## src/rpsb_ram.sv

```systemverilog
// generic single-write single-read ram with registered read
`default_nettype none
module rpsb_ram #(
  parameter int unsigned WIDTH = 8,
  parameter int unsigned DEPTH = 64,
  parameter int unsigned AW = (DEPTH > 1) ? $clog2(DEPTH) : 1
) (
  input  wire logic             clk_i,
  input  wire logic             we_i,
  input  wire logic [AW-1:0]    waddr_i,
  input  wire logic [WIDTH-1:0] wdata_i,
  input  wire logic             re_i,
  input  wire logic [AW-1:0]    raddr_i,
  output logic      [WIDTH-1:0] rdata_o
);

  logic [WIDTH-1:0] mem_q [DEPTH];

  always_ff @(posedge clk_i) begin
    if (we_i) begin
      mem_q[waddr_i] <= wdata_i;
    end
    if (re_i) begin
      rdata_o <= mem_q[raddr_i];
    end
  end

endmodule
`default_nettype wire

```

## config.mk

```make
export PLATFORM = sky130hd
export DESIGN_NAME = rpsb_ram
export DESIGN_NICKNAME = d
export VERILOG_FILES = /design/src/rpsb_ram.sv
export SDC_FILE = /design/constraint.sdc
export NUM_CORES = 1
export LEC_CHECK = 0
export BUFFER_PORTS_ARGS = -buffer_cell sky130_fd_sc_hd__buf_4
export CAP_MARGIN = 20
export CORE_ASPECT_RATIO = 0.7
export CORE_MARGIN = 2
export CORE_UTILIZATION = 30
export CTS_BUF_LIST = sky130_fd_sc_hd__clkbuf_4 sky130_fd_sc_hd__clkbuf_8 sky130_fd_sc_hd__clkbuf_16
export CTS_CLUSTER_DIAMETER = 120
export DETAILED_ROUTE_END_ITERATION = 12
export HOLD_SLACK_MARGIN = 0.06
export PLACE_DENSITY_LB_ADDON = 0.3
export SLEW_MARGIN = 15
export SYNTH_ARGS = -nofsm -noshare
export SYNTH_HDL_FRONTEND = slang
export SYNTH_SLANG_ARGS = --single-unit
```

## constraint.sdc

```tcl
create_clock -name clk_i -period 5.95 [get_ports clk_i]
set_clock_uncertainty 0.15 [all_clocks]
set_input_delay 1.19 -clock clk_i [delete_from_list [all_inputs] [get_ports clk_i]]
set_output_delay 1.19 -clock clk_i [all_outputs]
set_load 0.005 [all_outputs]
```

# ---- Word level (Yosys, flattened, before mapping)
# Memories as Yosys holds them, arrays and structs flattened. A register that Yosys moved wholly into a read port is not among the register bits.
# Cells that the tools add are included.
dict set report totals {
  out_inout_bits 8
  register_bits 0
  in_bits 23
  n_memories 1
  word_cells 3
  ram_bits 512
}
# memory words word_bits read_ports rd_clocked_by_memory_dff wr line_no
set mem_list {}
lappend mem_list {mem_q 64 8 1 1 1 17} ;# logic [WIDTH-1:0] mem_q [DEPTH];
dict set report op_classes {
  mux 2
}
# operator count
set op_table {}
lappend op_table {{1-bit two-way mux} 2}

# ---- Logic depth before layout (Yosys ltp)
dict set report logic_depth {
  word_depth 2
  depth_mapped 9
  ltp_nobuf 5
}

# ---- Worst setup path before layout
# OpenSTA, ideal clock, no wires.
dict set report synth_path {
  kind {input -> register}
  from {input raddr_i[1]}
  to {register rdata_o[3] (read register of mem_q) (data pin)}
  stages 7
  required_ns 5.534
  setup_ns 0.266
  path_buffers 3
  t_arrival_ns 2.730
  setup_slack_ns 2.804
  path_cell_list {buf_4 buf_2 buf_2 mux4_2 mux4_2 o21ai_1 o41ai_1}
}
# item line_no
set synth_rtl {}
lappend synth_rtl {{start, declared} 13} ;# input wire logic [AW-1:0] raddr_i,
lappend synth_rtl {{end, declared} 14} ;# output logic [WIDTH-1:0] rdata_o

==> flow_summary.yaml <==
run_status:
  outcome: "finished clean"
critical_path:
  reg2regPathDepth: 4
  crit_path_end_kind: "flop"
  r2r-start: "mem_q[3][3]$_DFFE_PP_"
  cp-start-kind: "input pin"
  cp.arrival_ns: 4.10
  r2r_slack_ns: 3.50
  cp.required_ns: 6.09
  timing.rr.end: "rdata_o[3]$_DFFE_PP_"
  path_max_fanout: 43
  path_class: "input pin to flop"
clock_tree:
  cts_hold_buf: 0
  cts_tree: "done"
  clock_latency_ns: 0.58
  clk_path_buf_depth: 3
  cts_root_buffer: "clkbuf_16"
  numCtsBuffers: 47
  clock-sinks: 520
  cts_setup_buffers: 0
  clkTransAtPathRegs_ns: 0.06
  htree_levels: 2
  cts_resized: 0
min_path:
  whs_endpoint: "rdata_o[2]$_DFFE_PP_"
  hp-start: "mem_q[23][2]$_DFFE_PP_"
  hold_depth: 4
  holdCritPathClass: "flop to flop"
timing:
  max_freq_ghz: 0.252
  setup-violations-final: 0
  fin_crit_ns: 3.97
  post-route-period-util_pct: 66.7
  rsz0062_at_grt: "no"
  hold_viol: 0
  hold_slack_ns: 0.807
  slew_viol_final: 0
  tightest_slew_ns: 1.12
  fin_setup_tns_ns: 0
  slew_headroom_pct: 24.9
drt:
  detail-route-antenna-nets: 0
  drt_iter0_drc: 1314
  vias: 9560
  drc: 0
  routed_wl_um: 49400
  routed_via_density: 5.02
  firstDrtPassIters: 5
  wl_per_cell_um: 25.9
global_routing:
  track_usage_pct: 14.2
  antenna_found_initial: 1
  grt_pass1_wl_um: 70900
  grt_max_degree: 72
  grt_pass1_vias: 9513
  grt_overflow_total: 0
power_and_ir_drop:
  netSwitchingPower_mw: 1.58
  combPwrFrac_pct: 5.1
  p_per_area_mw_per_mm2: 325
  p_leak_nw: 6.90
  irDropWorstVdd_uv: 174
  p_int_mw: 5.85
  p_sw_share_pct: 21.3
  power_frac_clock_pct: 40.0
  finalPower_mw: 7.43
  seqPwrFrac_pct: 54.9
synth:
  ys_warn_count: 0
  syn_area_mm2: 0.0202
  synth_top_cell_area_share_pct: 77.1
  synthTopCellsByArea: "edfxtp_1 (77%), mux4_2 (14%), nor2_1 (1.5%)"
  syn_inst: 940
  synth_flop_cell: "edfxtp_1"
  avgSynthCellArea_um2: 21.5
  synthDistinctLibCells: 39
  syn_nets: 963
  synth-async-reset-ratio_pct: 0
  synth-seq-area-share_pct: 77.1
  synth-edff-count: 520
  synth_top_area_cell: "edfxtp_1"
  ys_ff_latch: 520
final_layout:
  fin_area_mm2: 0.0229
  syn_to_final_growth_pct: 12.9
  final_nets: 1002
  final_cell_mix: "edfxtp_1 (520), mux4_2 (126), nor2_1 (83), clkbuf_16 (48), buf_4 (39)"
  final_common_cell: "edfxtp_1"
  antenna_cells: 0
  layout-drive-gt1-share_pct: 25.0
floorplanning:
  die_h_um: 221
  core_mm2: 0.0666
  die-area_mm2: 0.0696
  top_level_ports: 31
  initial_core_util_pct: 30.4
  die_w_um: 315
  rows: 79
placement:
  port_buffers: 30
  gp_congestion: 0.762
  placed_area_mm2: 0.0214
  dp_hpwl_um: 30400
job:
  maxCapViolations: 0
## flip-flops by register name, indices dropped and copies added, names as in the netlist
name     flops
rdata_o      8
mem_q      512
## kinds of logic after synthesis
group	Yosys count	share of synthesized area, %
flip-flops	520	77.1
multiplexers	162	15.9
buffers and inverters	51	1.56
AO/OA/AOI/OAI	54	2.06
AND/OR/NAND/NOR	153	3.37
## cell usage after synthesis, types with 2 or more instances
master / count
nand2_1: 19
mux2i_1: 23
o21ai_0: 2
mux4_2: 126
a2111oi_0: 2
edfxtp_1: 520
nand3_1: 13
buf_2: 11
a211oi_1: 4
a22oi_1: 3
buf_4: 13
o2111ai_1: 3
o21a_1: 2
a221oi_1: 6
buf_1: 4
o2bb2ai_1: 3
o32ai_1: 2
nand2b_1: 7
nor4_1: 2
a21oi_1: 3
nand3b_1: 3
buf_12: 2
buf_6: 4
o22ai_1: 8
mux2_2: 13
o221ai_1: 8
clkbuf_1: 17
o41ai_1: 2
nor2b_1: 14
o221a_2: 2
nand4_1: 2
nor2_1: 83
o21ai_1: 2
nor3_1: 7
## worst max-delay path, stage by stage
cell and delay (ns):
buf_4 0.52, buf_4 0.71, mux4_2 0.40, nor2b_1 0.17, a2111oi_0 0.86, o41ai_1 0.17
## metrics by stage
| step | instances | util [%] | worst slack (ns) |
|---|---|---|---|
| floorplan | 940 | - | 2.80 |
| global placement | 1820 | 32.1 | 1.45 |
| detailed placement | 1820 | 32.1 | 1.45 |
| CTS | 1904 | 34.3 | 2.03 |
| global route | 1905 | 34.3 | 1.90 |
| finish | 1905 | 34.3 | 1.98 |
## routing by layer
layer	up-vias	GRT usage, %	part of all wire (%)
li1	4013	-	-
met1	5139	23.0	49
met2	360	18.7	41
met3	48	3.80	8.8
met4	0	2.63	1.2
met5	-	0	0
## how the worst max path moves through the flow
stage	slack, ns	startpoint	depth (start not counted)	endpoint
floorplan	2.80	raddr_i[1]	7	rdata_o[3]$_DFFE_PP_
global placement	1.45	raddr_i[1]	6	rdata_o[3]$_DFFE_PP_
detailed placement	1.45	raddr_i[1]	6	rdata_o[3]$_DFFE_PP_
CTS	2.03	raddr_i[1]	6	rdata_o[3]$_DFFE_PP_
global route	1.90	raddr_i[1]	6	rdata_o[3]$_DFFE_PP_
finish	1.98	raddr_i[1]	6	rdata_o[3]$_DFFE_PP_
## power by group through the flow
stage,combinational [mW],sequential [mW],clock [mW]
after global routing,0.408,4.08,3.18
after detailed placement,0.385,4.16,0
after global placement,0.379,4.16,0
after floorplan,0.216,4.15,0
final,0.381,4.08,2.97
after CTS,0.386,4.08,3.02
## cell type report
cell class	count	area (um2)
Timing Repair Buffer	41	327
Clock buffer	57	1270
Clock inverter	27	216
Multi-Input combinational cell	369	4320
Tap cell	891	1110
Sequential cell	520	15600
Fill cell	6237	43800
Power figures use the tool's default switching activity.
